<file path="config.mk">
export PLATFORM = sky130hd
export DESIGN_NAME = psrs_front
export DESIGN_NICKNAME = d
export VERILOG_FILES = /design/src/rtl/core/assert_macros.svh /design/src/rtl/core/psrs_pkg.sv /design/src/rtl/core/psrs_front.sv
export SDC_FILE = /design/constraint.sdc
export NUM_CORES = 1
export LEC_CHECK = 0
export BUFFER_PORTS_ARGS = -buffer_cell sky130_fd_sc_hd__buf_2
export CAP_MARGIN = 20
export CORE_ASPECT_RATIO = 1.25
export CORE_MARGIN = 10
export CORE_UTILIZATION = 49
export DETAILED_ROUTE_END_ITERATION = 10
export GPL_TIMING_DRIVEN = 0
export PLACE_DENSITY = 0.85
export SKIP_LAST_GASP = 1
export SLEW_MARGIN = 20
export SYNTH_ARGS = -nofsm -noshare
export SYNTH_HDL_FRONTEND = slang
export SYNTH_SLANG_ARGS = --single-unit
</file>
<file path="constraint.sdc">
create_clock -name vclk -period 5.2
set_clock_uncertainty 0.2 [all_clocks]
set_input_delay 1.04 -clock vclk [all_inputs]
set_output_delay 1.04 -clock vclk [all_outputs]
set_load 0.05 [all_outputs]
</file>
<file path="src/rtl/core/assert_macros.svh">
// Assertion helpers for the screen transform core.
// Clock is clk and reset is arst_n in every file that uses them.
`ifndef ASSERT_MACROS_SVH
`define ASSERT_MACROS_SVH
`ifndef SYNTHESIS
// Check a property on every rising clock edge outside reset.
`define PSRS_ASSERT(lbl, prop) \
	lbl: assert property (@(posedge clk) disable iff (!arst_n) (prop)) \
		else $error("assertion failed");
// Check that one condition is followed by another in the next cycle.
`define PSRS_ASSERT_NEXT(lbl, ante, cons) \
	lbl: assert property (@(posedge clk) disable iff (!arst_n) (ante) |=> (cons)) \
		else $error("assertion failed");
`else
`define PSRS_ASSERT(lbl, prop)
`define PSRS_ASSERT_NEXT(lbl, ante, cons)
`endif
`endif

</file>
<file path="src/rtl/core/psrs_pkg.sv">
package psrs_pkg;

	// field and datapath widths
	localparam int COORD_W    = 16;
	localparam int ANGLE_W    = 9;
	localparam int DIFF_W     = 18;
	localparam int TRIG_W     = 16;
	localparam int PROD_W     = 34;
	localparam int ROT_W      = 35;
	localparam int GAIN_W     = 17;
	localparam int CMUL_W     = 33;
	localparam int SMUL_W     = 51;
	localparam int SUM_W      = 54;
	localparam int TRIG_SHIFT = 14;
	localparam int FRAC_SHIFT = 26;
	localparam int PIX_W      = SUM_W - FRAC_SHIFT;
	localparam int CFG_IDX_W  = 3;
	localparam int CFG_DATA_W = 32;

	// queue between front and back
	localparam int QUEUE_DEPTH = 2;
	localparam int QPTR_W      = 1;
	localparam int QCNT_W      = 2;

	// register indexes
	typedef logic [CFG_IDX_W-1:0] reg_index_t;
	localparam reg_index_t REG_OFFSET_X     = 3'd0;
	localparam reg_index_t REG_OFFSET_Y     = 3'd1;
	localparam reg_index_t REG_PIVOT_X      = 3'd2;
	localparam reg_index_t REG_PIVOT_Y      = 3'd3;
	localparam reg_index_t REG_ANGLE_DEG    = 3'd4;
	localparam reg_index_t REG_SCALE_KX     = 3'd5;
	localparam reg_index_t REG_SCALE_KY     = 3'd6;
	localparam reg_index_t REG_SCALE_CENTER = 3'd7;

	localparam logic [ANGLE_W-1:0] DEG_90  = 9'd90;
	localparam logic [ANGLE_W-1:0] DEG_180 = 9'd180;
	localparam logic [ANGLE_W-1:0] DEG_270 = 9'd270;
	localparam logic [ANGLE_W-1:0] DEG_360 = 9'd360;

	// offset point relative to the pivot
	typedef struct packed {
		logic signed [DIFF_W-1:0] dx;
		logic signed [DIFF_W-1:0] dy;
	} delta_t;

	// transform settings seen by the back end
	typedef struct packed {
		logic signed [COORD_W-1:0] pivot_x;
		logic signed [COORD_W-1:0] pivot_y;
		logic signed [TRIG_W-1:0]  sin_v;
		logic signed [TRIG_W-1:0]  cos_v;
		logic signed [COORD_W-1:0] kx;
		logic signed [COORD_W-1:0] ky;
		logic signed [COORD_W-1:0] cx;
		logic signed [COORD_W-1:0] cy;
	} xform_t;

	// queue status
	typedef struct packed {
		logic full;
		logic empty;
	} qstat_t;

	// round(16384 * sin(d degrees)) for d = 0..90
	localparam logic [14:0] QSINE [0:90] = '{
		15'd0,     15'd286,   15'd572,   15'd857,   15'd1143,
		15'd1428,  15'd1713,  15'd1997,  15'd2280,  15'd2563,
		15'd2845,  15'd3126,  15'd3406,  15'd3686,  15'd3964,
		15'd4240,  15'd4516,  15'd4790,  15'd5063,  15'd5334,
		15'd5604,  15'd5872,  15'd6138,  15'd6402,  15'd6664,
		15'd6924,  15'd7182,  15'd7438,  15'd7692,  15'd7943,
		15'd8192,  15'd8438,  15'd8682,  15'd8923,  15'd9162,
		15'd9397,  15'd9630,  15'd9860,  15'd10087, 15'd10311,
		15'd10531, 15'd10749, 15'd10963, 15'd11174, 15'd11381,
		15'd11585, 15'd11786, 15'd11982, 15'd12176, 15'd12365,
		15'd12551, 15'd12733, 15'd12911, 15'd13085, 15'd13255,
		15'd13421, 15'd13583, 15'd13741, 15'd13894, 15'd14044,
		15'd14189, 15'd14330, 15'd14466, 15'd14598, 15'd14726,
		15'd14849, 15'd14968, 15'd15082, 15'd15191, 15'd15296,
		15'd15396, 15'd15491, 15'd15582, 15'd15668, 15'd15749,
		15'd15826, 15'd15897, 15'd15964, 15'd16025, 15'd16082,
		15'd16135, 15'd16182, 15'd16224, 15'd16262, 15'd16294,
		15'd16322, 15'd16345, 15'd16362, 15'd16374, 15'd16382,
		15'd16384
	};

	// fold an angle of one turn or more back by one turn
	function automatic logic [ANGLE_W-1:0] wrap_deg(input logic [ANGLE_W-1:0] d);
		return (d >= DEG_360) ? d - DEG_360 : d;
	endfunction

	// sine in Q1.14 from the quarter-wave table
	function automatic logic signed [TRIG_W-1:0] sine_deg(input logic [ANGLE_W-1:0] d);
		logic [ANGLE_W-1:0] a;
		logic [6:0]         idx;
		logic               neg;
		logic signed [TRIG_W-1:0] mag;
		a = wrap_deg(d);
		if (a <= DEG_90) begin
			idx = a[6:0];
			neg = 1'b0;
		end else if (a <= DEG_180) begin
			idx = 7'(DEG_180 - a);
			neg = 1'b0;
		end else if (a <= DEG_270) begin
			idx = 7'(a - DEG_180);
			neg = 1'b1;
		end else begin
			idx = 7'(DEG_360 - a);
			neg = 1'b1;
		end
		mag = $signed({1'b0, QSINE[idx]});
		return neg ? -mag : mag;
	endfunction

endpackage

</file>
<file path="src/rtl/core/psrs_front.sv">
module psrs_front (
	input  logic                             start,
	output logic                             busy,
	input  logic signed [psrs_pkg::COORD_W-1:0] point_x,
	input  logic signed [psrs_pkg::COORD_W-1:0] point_y,
	input  logic signed [psrs_pkg::COORD_W-1:0] offset_x,
	input  logic signed [psrs_pkg::COORD_W-1:0] offset_y,
	input  logic signed [psrs_pkg::COORD_W-1:0] pivot_x,
	input  logic signed [psrs_pkg::COORD_W-1:0] pivot_y,
	input  psrs_pkg::qstat_t                 qstat,
	output logic                             push,
	output psrs_pkg::delta_t                 delta
);
	import psrs_pkg::*;

	// hold requests off while the queue has no room
	assign busy = qstat.full;
	assign push = start && !qstat.full;

	// shift the point and take it relative to the pivot
	assign delta.dx = DIFF_W'(point_x) + DIFF_W'(offset_x) - DIFF_W'(pivot_x);
	assign delta.dy = DIFF_W'(point_y) + DIFF_W'(offset_y) - DIFF_W'(pivot_y);

endmodule

</file>
# [Yosys cells after proc, flatten, opt, wreduce, memory -nomap -nowiden]
# Index checks and enable logic that the tools add are counted.
[op_classes] n_addsub=4 reduce_logical=2
[op_table] operator="17-bit by 16-bit subtractor with 18-bit output" count=2
[op_table] operator="16-bit by 16-bit adder with 17-bit output" count=2
[op_table] operator="1-bit logical AND" count=1
[op_table] operator="1-bit zero test" count=1
[word_totals] reg_bits=0 inputBits=99 out_inout_bits=38 elab_cells=6

# [Logic depth before layout (Yosys ltp)]
[depth] word_depth=2 ltp_mapped=12

# [Worst setup path before layout]
# OpenSTA, ideal clock, no wires.
[synth_timing] path_kind="in2out" from="input port point_x[2] in the netlist's numbering" to="output port delta[30] in the netlist's numbering" t_arrival_ns=4.014 slack_ns=-0.054 path_stages=10 n_path_buf=0 cell_sequence="inv_1 -> fa_1 -> inv_1 -> ha_1 -> nor2b_1 -> o211ai_1 -> a21boi_1 -> o41ai_2 -> nor3_1 -> a211oi_1"
[synth_rtl] item="start, declared" line="psrs_front.sv:4" text="input logic signed [psrs_pkg::COORD_W-1:0] point_x,"
[synth_rtl] item="end, declared" line="psrs_front.sv:12" text="output psrs_pkg::delta_t delta"

==> flow_metrics.py <==
metrics = {
    "run_status": {
        "outcome": "completed",
    },
    "die": {
        "die_x_um": 86.6,
        "core_mm2": 0.00541,
        "start_util_pct": 50.2,
        "io_pins": 137,
        "rows": 30,
        "die_area_mm2": 0.00893,
        "die_h_um": 103,
    },
    "min_path": {
        "holdCritPathClass": "input pin to primary output",
    },
    "critical_path": {
        "start_kind": "input pin",
        "crit_path_end_kind": "primary output",
        "path_max_fanout": 5,
        "crit_required_ns": 3.96,
        "critPathArrivalTime_ns": 3.75,
        "critical_path_class": "input pin to primary output",
    },
    "global_routing": {
        "grt_max_degree": 11,
        "grt_pass1_wl_mm": 11.8,
        "gr-usage-met2_pct": 28.0,
        "use_met1_pct": 16.8,
        "grt.overflow.total": 0,
        "grt_busiest_layer": "met2",
        "grt_util_met3_pct": 4.15,
        "grtUsageTotal_pct": 15.0,
        "first_global_vias": 2904,
        "antenna_found_initial": 0,
    },
    "power": {
        "vdd_drop_max_v": 0.000241,
        "power_density_mw_per_mm2": 341,
        "finalPower_mw": 1.19,
        "cellLeakagePower_nw": 2.15,
    },
    "cells_and_area": {
        "nFlopsAndLatches": 0,
        "diodes": 0,
        "nNetsFinal": 684,
        "clockBufferCount": 0,
        "drive_above_1_share_pct": 28.9,
        "seqCellArea_um2": 0,
        "fill_cells": 475,
        "syn2layout_area_growth_pct": 28.4,
    },
    "route": {
        "ant_nets": 0,
        "remaining_drc_errors": 0,
        "routed_via_density": 4.97,
        "drt_wl_total_mm": 7.06,
        "wire_per_inst_um": 12.2,
        "via_count": 2876,
        "drt_iter0_drc": 70,
        "dr.pass1.iters": 4,
    },
    "timing": {
        "tightest_slew_ns": 0.641,
        "finalSetupViolations": 0,
        "fin_crit_sh_pct": 96.0,
        "rsz0062_at_grt": "no",
        "drv_slew": 0,
        "period_minus_slack_ns": 4.99,
        "timing.setup.tns_ns": 0,
        "fmax_mhz": 200,
        "hold_viol": 0,
        "slew_headroom_pct": 56.8,
    },
    "job": {
        "maxCapViolations": 0,
    },
    "placed_design": {
        "place.detailed.hpwl_mm": 6.60,
        "portBuffers": 136,
        "gp_congestion": 0.851,
    },
    "synth": {
        "synth_cell_type_count": 45,
        "syn_area_mm2": 0.00271,
        "yosysWarnings": 0,
        "netlist_instances": 379,
        "ys_seq_area_share_pct": 0,
        "synth_fp_nets": 546,
        "synth.avg_cell_area_um2": 7.16,
    },
    "clocking": {
        "cts_resized": 0,
        "hold_buffers": 0,
        "post-cts-setup-buffer-count": 0,
    },
}
-- path summary, 6_finish.rpt --
check                   from        end  slack (ns)  cells after the start
setup / recovery  point_x[2]  delta[30]        0.21                     12
hold / removal      qstat[1]       push        2.21                      3
-- cell type report --
| type | instances | area, um2 | share of cell area, % |
|---|---|---|---|
| Buffer | 4 | 18.8 | 0.539 |
| Inverter | 132 | 495 | 14.2 |
| Multi-Input combinational cell | 243 | 2210 | 63.4 |
| Tap cell | 64 | 80.1 | 2.30 |
| Timing Repair Buffer | 136 | 681 | 19.5 |
-- cell usage after synthesis (2+ instances only) --
library cell | count | area share, %
xor2_1 | 7 | 2.3
and3_1 | 2 | 0.46
nor2_1 | 18 | 2.5
nand2b_1 | 5 | 1.2
nand4_1 | 5 | 1.2
or2_2 | 3 | 0.69
nor2b_1 | 5 | 1.2
or4_1 | 3 | 0.83
a21oi_1 | 25 | 4.6
o21ai_0 | 9 | 1.7
clkbuf_1 | 3 | 0.42
nand2_1 | 14 | 1.9
a31oi_1 | 5 | 1.2
ha_1 | 36 | 17
a211oi_1 | 3 | 0.83
o21a_1 | 3 | 0.83
o211ai_1 | 4 | 1.1
xnor2_1 | 19 | 6.1
inv_1 | 132 | 18
a21o_1 | 7 | 1.9
o21ai_2 | 2 | 0.65
nor3_1 | 8 | 1.5
nand3_1 | 6 | 1.1
o21ai_1 | 3 | 0.55
fa_1 | 32 | 24
-- kinds of logic after synthesis --
kind of cell    after synthesis  synth area share (%)
simple gates                 75                  14.2
buf+inv                     136                  19.0
fa+ha+maj                    68                  40.2
compound gates               73                  17.8
mux                           1                 0.415
xor+xnor                     26                  8.39
-- per-layer routing --
metal	vias to the layer above	wire length, um
li1	1466	-
met1	1312	2790
met2	92	3590
met3	6	629
met4	0	53
met5	-	0
-- cell usage in the layout (no fill, tap or decap), types with 2 or more instances in the layout --
master,Yosys,final
buf_2,0,136
inv_1,132,132
ha_1,36,36
fa_1,32,32
a21oi_1,25,25
xnor2_1,19,19
nor2_1,18,18
nand2_1,14,14
o21ai_0,9,9
a21o_1,7,7
xor2_1,7,7
nor3_1,8,7
nand3_1,6,6
nand4_1,5,5
nor2b_1,5,5
nand2b_1,5,5
a31oi_1,5,5
o211ai_1,4,4
o21ai_1,3,3
o21a_1,3,3
or4_1,3,3
or2_2,3,3
clkbuf_1,3,3
a211oi_1,3,2
a211oi_2,1,2
o21ai_2,2,2
and3_1,2,2
-- critical path, cell delays in order --
cell and delay (ns):
buf_2 0.07, inv_1 0.04, fa_1 0.52, inv_1 0.04, ha_1 0.34, nor2b_1 0.17, o211ai_1 0.21, a21boi_1 0.14
o41ai_2 0.54, nor3_1 0.13, a211oi_2 0.20, buf_2 0.30
-- stage by stage --
step	hold slack, ns	instances	instance area, um2	util [%]	worst slack [ns]
2_1_floorplan	2.05	379	2720	-	0.0809
3_3_place_gp	2.20	579	3480	64.4	0.249
3_5_place_dp	2.21	579	3480	64.4	0.230
4_1_cts	2.21	579	3480	64.4	0.222
5_1_grt	2.23	579	3480	64.4	0.0357
6_report	2.21	579	3480	64.4	0.207
-- power by group --
| group | leakage [nW] | switching, mW | total [mW] | internal [mW] |
|---|---|---|---|---|
| Sequential | 0 | 0 | 0 | 0 |
| Clock | 0 | 0 | 0 | 0 |
| Combinational | 2.15 | 0.839 | 1.19 | 0.350 |
| Total | 2.15 | 0.839 | 1.19 | 0.350 |
Note: power is estimated with default switching activity, not from simulation.
