$ cat config.mk
export PLATFORM = sky130hd
export DESIGN_NAME = psrs_queue
export DESIGN_NICKNAME = d
export VERILOG_FILES = /design/src/rtl/core/assert_macros.svh /design/src/rtl/core/psrs_pkg.sv /design/src/rtl/core/psrs_queue.sv
export SDC_FILE = /design/constraint.sdc
export NUM_CORES = 1
export LEC_CHECK = 0
export ABC_AREA = 1
export ABC_CLOCK_PERIOD_IN_PS = 7400
export BUFFER_PORTS_ARGS = -buffer_cell sky130_fd_sc_hd__buf_2
export CAP_MARGIN = 20
export CORE_UTILIZATION = 30
export CTS_CLUSTER_DIAMETER = 50
export DETAILED_ROUTE_END_ITERATION = 6
export PLACE_DENSITY = 0.63
export SLEW_MARGIN = 20
export SYNTH_ARGS = -nofsm -noshare
export SYNTH_HDL_FRONTEND = slang
export SYNTH_SLANG_ARGS = --single-unit
$ cat constraint.sdc
create_clock -name clk -period 7.4 [get_ports clk]
set_input_delay 0.37 -clock clk [delete_from_list [all_inputs] [get_ports clk]]
set_output_delay 0.37 -clock clk [all_outputs]
set_load 0.005 [all_outputs]
$ cat src/rtl/core/assert_macros.svh
// Assertion helpers for the screen transform core.
// Clock is clk and reset is arst_n in every file that uses them.
`ifndef ASSERT_MACROS_SVH
`define ASSERT_MACROS_SVH
`ifndef SYNTHESIS
// Check a property on every rising clock edge outside reset.
`define PSRS_ASSERT(lbl, prop) \
	lbl: assert property (@(posedge clk) disable iff (!arst_n) (prop)) \
		else $error("assertion failed");
// Check that one condition is followed by another in the next cycle.
`define PSRS_ASSERT_NEXT(lbl, ante, cons) \
	lbl: assert property (@(posedge clk) disable iff (!arst_n) (ante) |=> (cons)) \
		else $error("assertion failed");
`else
`define PSRS_ASSERT(lbl, prop)
`define PSRS_ASSERT_NEXT(lbl, ante, cons)
`endif
`endif

$ cat src/rtl/core/psrs_pkg.sv
package psrs_pkg;

	// field and datapath widths
	localparam int COORD_W    = 16;
	localparam int ANGLE_W    = 9;
	localparam int DIFF_W     = 18;
	localparam int TRIG_W     = 16;
	localparam int PROD_W     = 34;
	localparam int ROT_W      = 35;
	localparam int GAIN_W     = 17;
	localparam int CMUL_W     = 33;
	localparam int SMUL_W     = 51;
	localparam int SUM_W      = 54;
	localparam int TRIG_SHIFT = 14;
	localparam int FRAC_SHIFT = 26;
	localparam int PIX_W      = SUM_W - FRAC_SHIFT;
	localparam int CFG_IDX_W  = 3;
	localparam int CFG_DATA_W = 32;

	// queue between front and back
	localparam int QUEUE_DEPTH = 2;
	localparam int QPTR_W      = 1;
	localparam int QCNT_W      = 2;

	// register indexes
	typedef logic [CFG_IDX_W-1:0] reg_index_t;
	localparam reg_index_t REG_OFFSET_X     = 3'd0;
	localparam reg_index_t REG_OFFSET_Y     = 3'd1;
	localparam reg_index_t REG_PIVOT_X      = 3'd2;
	localparam reg_index_t REG_PIVOT_Y      = 3'd3;
	localparam reg_index_t REG_ANGLE_DEG    = 3'd4;
	localparam reg_index_t REG_SCALE_KX     = 3'd5;
	localparam reg_index_t REG_SCALE_KY     = 3'd6;
	localparam reg_index_t REG_SCALE_CENTER = 3'd7;

	localparam logic [ANGLE_W-1:0] DEG_90  = 9'd90;
	localparam logic [ANGLE_W-1:0] DEG_180 = 9'd180;
	localparam logic [ANGLE_W-1:0] DEG_270 = 9'd270;
	localparam logic [ANGLE_W-1:0] DEG_360 = 9'd360;

	// offset point relative to the pivot
	typedef struct packed {
		logic signed [DIFF_W-1:0] dx;
		logic signed [DIFF_W-1:0] dy;
	} delta_t;

	// transform settings seen by the back end
	typedef struct packed {
		logic signed [COORD_W-1:0] pivot_x;
		logic signed [COORD_W-1:0] pivot_y;
		logic signed [TRIG_W-1:0]  sin_v;
		logic signed [TRIG_W-1:0]  cos_v;
		logic signed [COORD_W-1:0] kx;
		logic signed [COORD_W-1:0] ky;
		logic signed [COORD_W-1:0] cx;
		logic signed [COORD_W-1:0] cy;
	} xform_t;

	// queue status
	typedef struct packed {
		logic full;
		logic empty;
	} qstat_t;

	// round(16384 * sin(d degrees)) for d = 0..90
	localparam logic [14:0] QSINE [0:90] = '{
		15'd0,     15'd286,   15'd572,   15'd857,   15'd1143,
		15'd1428,  15'd1713,  15'd1997,  15'd2280,  15'd2563,
		15'd2845,  15'd3126,  15'd3406,  15'd3686,  15'd3964,
		15'd4240,  15'd4516,  15'd4790,  15'd5063,  15'd5334,
		15'd5604,  15'd5872,  15'd6138,  15'd6402,  15'd6664,
		15'd6924,  15'd7182,  15'd7438,  15'd7692,  15'd7943,
		15'd8192,  15'd8438,  15'd8682,  15'd8923,  15'd9162,
		15'd9397,  15'd9630,  15'd9860,  15'd10087, 15'd10311,
		15'd10531, 15'd10749, 15'd10963, 15'd11174, 15'd11381,
		15'd11585, 15'd11786, 15'd11982, 15'd12176, 15'd12365,
		15'd12551, 15'd12733, 15'd12911, 15'd13085, 15'd13255,
		15'd13421, 15'd13583, 15'd13741, 15'd13894, 15'd14044,
		15'd14189, 15'd14330, 15'd14466, 15'd14598, 15'd14726,
		15'd14849, 15'd14968, 15'd15082, 15'd15191, 15'd15296,
		15'd15396, 15'd15491, 15'd15582, 15'd15668, 15'd15749,
		15'd15826, 15'd15897, 15'd15964, 15'd16025, 15'd16082,
		15'd16135, 15'd16182, 15'd16224, 15'd16262, 15'd16294,
		15'd16322, 15'd16345, 15'd16362, 15'd16374, 15'd16382,
		15'd16384
	};

	// fold an angle of one turn or more back by one turn
	function automatic logic [ANGLE_W-1:0] wrap_deg(input logic [ANGLE_W-1:0] d);
		return (d >= DEG_360) ? d - DEG_360 : d;
	endfunction

	// sine in Q1.14 from the quarter-wave table
	function automatic logic signed [TRIG_W-1:0] sine_deg(input logic [ANGLE_W-1:0] d);
		logic [ANGLE_W-1:0] a;
		logic [6:0]         idx;
		logic               neg;
		logic signed [TRIG_W-1:0] mag;
		a = wrap_deg(d);
		if (a <= DEG_90) begin
			idx = a[6:0];
			neg = 1'b0;
		end else if (a <= DEG_180) begin
			idx = 7'(DEG_180 - a);
			neg = 1'b0;
		end else if (a <= DEG_270) begin
			idx = 7'(a - DEG_180);
			neg = 1'b1;
		end else begin
			idx = 7'(DEG_360 - a);
			neg = 1'b1;
		end
		mag = $signed({1'b0, QSINE[idx]});
		return neg ? -mag : mag;
	endfunction

endpackage

$ cat src/rtl/core/psrs_queue.sv
module psrs_queue (
	input  logic             clk,
	input  logic             arst_n,
	input  logic             push,
	input  psrs_pkg::delta_t wr_data,
	input  logic             pop,
	output psrs_pkg::delta_t rd_data,
	output psrs_pkg::qstat_t qstat
);
	import psrs_pkg::*;

	delta_t             mem_q [QUEUE_DEPTH];
	logic [QPTR_W-1:0]  wr_ptr_q;
	logic [QPTR_W-1:0]  rd_ptr_q;
	logic [QCNT_W-1:0]  count_q;
	logic               do_pop;

	assign qstat.full  = (count_q == QCNT_W'(QUEUE_DEPTH));
	assign qstat.empty = (count_q == '0);
	assign do_pop      = pop && !qstat.empty;
	assign rd_data     = mem_q[rd_ptr_q];

	// store the pushed entry
	always_ff @(posedge clk) begin
		if (push) begin
			mem_q[wr_ptr_q] <= wr_data;
		end
	end

	// advance pointers and fill count
	always_ff @(posedge clk or negedge arst_n) begin
		if (!arst_n) begin
			wr_ptr_q <= '0;
			rd_ptr_q <= '0;
			count_q  <= '0;
		end else begin
			if (push) begin
				wr_ptr_q <= wr_ptr_q + 1'b1;
			end
			if (do_pop) begin
				rd_ptr_q <= rd_ptr_q + 1'b1;
			end
			if (push && !do_pop) begin
				count_q <= count_q + 1'b1;
			end else if (do_pop && !push) begin
				count_q <= count_q - 1'b1;
			end
		end
	end

endmodule

== Word level (Yosys, flattened, before mapping) ==
Memories as Yosys holds them, arrays and structs flattened.
Cells that the tools add are included.
W data, S select, Z words.

* Bits in registers: 4
* Bits in latches: 0
* RAM bits: 72
* Memory bits (read-only): 0
* Input port bits: 40
* Word-level logic and storage cells: 21
* Memories: 1

* $add $sub $neg: 4
* Multiply operators: 0
* Divide/modulo/power cells: 0
* $lt $le $gt $ge: 0
* Equal/unequal tests: 1
* Shift operators: 0
* Multiplexer cells: 4
* Bitwise logic cells: 0
* Reduce and logical (&&, ||, !) cells: 8

{| class="wikitable"
|+ Memories
! name !! words !! bits a word !! read ports !! clocked after Yosys merged registers in !! write ports !! line !! RTL
|-
| mem_q || 2 || 36 || 1 || 0 || 1 || psrs_queue.sv:12 || <nowiki>delta_t mem_q [QUEUE_DEPTH];</nowiki>
|}

{| class="wikitable"
|+ Operator list
! operator !! count
|-
| $mux W2 || 2
|-
| $logic_and A1 B1 Y1 || 3
|-
| $logic_not A1 Y1 || 3
|-
| $add A1 B1 Y1 const B || 2
|-
| $add A2 B1 Y2 const B || 1
|-
| $eq A2 B2 Y1 const B || 1
|-
| $logic_not A2 Y1 || 1
|-
| $mux W1 || 2
|-
| $reduce_bool A2 Y1 || 1
|-
| $sub A2 B1 Y2 const B || 1
|}

== Depth between registers and ports, before layout ==
* Depth in word-level cells: 6
* Gate-level depth with buffers: 7
* Depth with buffers taken out: 7

== Worst setup path after synthesis ==
OpenSTA, ideal clock, no wires.

* Path type: reg2reg
* Start: register wr_ptr_q
* End: memory mem_q[0][0] in the netlist's numbering (enable)
* Arrival: 1.930 ns
* Data required time: 6.970 ns
* Path slack: 5.040 ns
* Stages on the path, launching flop included: 2
* Path buffers: 0
* Clock period less this slack: 2.360 ns
* Cell sequence: dfrtp_1 > nor2_1

{| class="wikitable"
|+ RTL lines
! item !! line !! RTL
|-
| start, declared || psrs_queue.sv:13 || <nowiki>logic [QPTR_W-1:0] wr_ptr_q;</nowiki>
|-
| start signal, assigned || psrs_queue.sv:38 || <nowiki>wr_ptr_q <= wr_ptr_q + 1'b1;</nowiki>
|-
| end, declared || psrs_queue.sv:12 ||
|}

No word-level cell before the write port.

==> flow_summary.yaml <==
worst_setup_path:
  crit_end: "rd_data[24]"
  reg2reg_depth: 2
  r2r_end: "mem_q[0][22]"
  crit_path_start: "rd_ptr_q"
  cp.depth: 4
  worstSetupPathType: "reg2out"
  crit_family: "buffers and inverters"
  cp_common_cell: "nand2_1"
  cp_data_arrival_time_ps: 1520
  crit_fanout: 37
  worst_setup_path_end_kind: "output pin"
  crit_buf_inv: 2
  cp-start-kind: "register"
  cp.required_ps: 7030
  reg2reg_from: "wr_ptr_q"
  r2r_slack_ps: 5900
  critPathMaxStageDelay_ps: 470
  crit_chain: "inv_2 > nand2_1 > nand2_1 > buf_2"
  crit_slowest_cell: "inv_2"
global_routing:
  grt-ovfl-total: 0
  grt_pass1_wl_um: 7710
  first_global_vias: 1618
  antenna_found_initial: 0
  grt_usage: 0.106
  grt_max_degree: 38
floorplanning:
  die_h_um: 99.5
  die_w_um: 99.5
  initial_core_util: 0.309
  die_area_um2: 9900
  ioPinCount: 78
  num_rows: 35
  fp.coreArea_um2: 9240
detailed_routing:
  vias: 1707
  dr.pass1.iters: 4
  drtAntennaViolNets: 0
  wl_per_cell_um: 11.2
  route.detailed.drc: 0
  avgViaCountPerCell: 3.94
  drt_wl_total_um: 4870
  drtIter0Drc: 23
clock_tree:
  tritoncts: "done"
  root_buffer: "clkbuf_8"
  clk_pin_slew_ps: 70
  cts_made_buffers: 9
  clock_latency_ps: 330
  h-tree-depth: 3
  cts.sinks: 76
  clk_path_buf_depth: 2
synthesis:
  syn-num-nets: 256
  syn-cell-area_um2: 2850
  yosysTopAreaCellShare: 0.758
  synthCells: 215
  synth_cell_types: 15
  yosysWarnings: 0
  seq_area_frac_synth: 0.793
  synth_area_leader_cell: "edfxtp_1"
  syn_avg_cell_area_um2: 13.3
  yosys-top-cells-area: "edfxtp_1, nand2_1, dfrtp_1"
  ys_ff_latch: 76
outcome:
  status: "finished, final reports clean"
finish:
  multiInputGateArea_um2: 504
  antenna_cells: 0
  n_fill_cell: 916
  drive_above_1_share: 0.303
  nets: 341
  regArea_um2: 2260
  areaGrowthSynthToFinish_pct: 25.0
sta:
  setup_violations: 0
  post-route-min-period_ps: 1890
  tns_ps: 0
  rsz0062_at_grt: "false"
  max_clock_freq_mhz: 529
  skew_ps: 7.05
  fin_crit_sh: 0.256
  tightest_slew_ps: 631
  maxSlewHeadroom: 0.578
  hold_violations: 0
  slew_viol_final: 0
  holdWs_ps: 222
placement:
  io_buffers: 77
  dpl.hpwl_um: 3070
  place.gp.congestion: 0.624
pwr:
  static-leakage-power_nw: 1.54
  power_density_nw_per_um2: 354
  vdd_ir_drop_max_uv: 276
hold_path:
  hold_path_class: "in2reg"
run:
  max_cap_violations: 0
[cells by family (layout without fill, tap and decap cells)]
kind of cell    Yosys count  count (layout)  synth area share
simple gates            121             121             0.162
flops                    76              76             0.793
buf+inv                  14             103            0.0329
xor+xnor                  2               2           0.00614
compound gates            1               1           0.00175
fa+ha+maj                 1               1           0.00439
[power by group]
group          switching, mW  total [mW]  internal (mW)
Clock                  0.133       0.284          0.151
Combinational          0.231       0.377          0.146
Sequential            0.0269       0.599          0.572
Total                  0.391        1.26          0.869
[registers in the layout, summed over array words and instances, names as in the netlist]
name      count
wr_ptr_q      1
rd_ptr_q      1
count_q       2
mem_q        72
[worst min-delay path by stage]
stage	from	endpoint	slack, ps	depth (start not counted)
6_report	wr_data[0]	mem_q[1][0]	220	1
5_1_grt	wr_data[0]	mem_q[1][0]	200	1
4_1_cts	wr_data[0]	mem_q[1][0]	200	1
3_5_place_dp	arst_n	count_q[1]	180	1
3_3_place_gp	arst_n	count_q[1]	180	1
2_1_floorplan	arst_n	count_q[0]	70	0
[placed cells by master (no fill, tap or decap), drive strengths merged]
master	instances
clkinv	4
xor2	1
buf	80
nand4	1
dlygate4sd3	1
nand3	1
ha	1
dfrtp	4
o21ai	1
bufinv	1
clkbuf	11
edfxtp	72
inv	6
nor2	3
xnor2	1
nand2	115
nand3b	1
[through the flow]
step | util | total power, mW | area, um^2 | worst slack (ps) | std cells
after floorplan | - | 0.842 | 2850 | 5040 | 215
after global placement | 0.363 | 0.980 | 3350 | 5630 | 416
after detailed placement | 0.363 | 0.988 | 3350 | 5600 | 416
after CTS | 0.383 | 1.28 | 3540 | 5450 | 432
after global routing | 0.386 | 1.35 | 3560 | 5330 | 433
final | 0.386 | 1.26 | 3560 | 5510 | 433
[what timing repair did]
action,CTS,global route
hold endpoints to repair,4,0
resized for setup,0,0
buffers inserted,0,0
hold buffers,1,0
[Yosys cell counts]
master / n
nand2_1: 115
edfxtp_1: 72
inv_1: 6
buf_6: 4
dfrtp_1: 4
buf_4: 3
nor2_1: 3
ha_1: 1
inv_2: 1
nand3_1: 1
nand3b_1: 1
nand4_1: 1
o21ai_1: 1
xnor2_1: 1
xor2_1: 1
[metal layers]
layer	GRT usage	up-vias	wire length [um]
met5	0	-	0
met4	0.0611	0	85
met3	0.0309	8	246
met2	0.174	54	2350
met1	0.123	760	2190
li1	-	885	-
[worst reg2reg max path: cells and delay by family, from the launching register on]
kind | cells | cell delay (ps)
DFF | 1 | 430
buffers and inverters | 1 | 240
and+or+nand+nor | 1 | 530
[cell type report]
class / instances / area share
sequential: 76 / 0.635
clock buffer: 11 / 0.0369
clock inverter: 4 / 0.0116
multi-input combinational: 125 / 0.141
tap: 129 / 0.0453
inverter: 7 / 0.00737
timing repair buffer: 81 / 0.123
No activity file was read; power rests on OpenSTA's default activity.
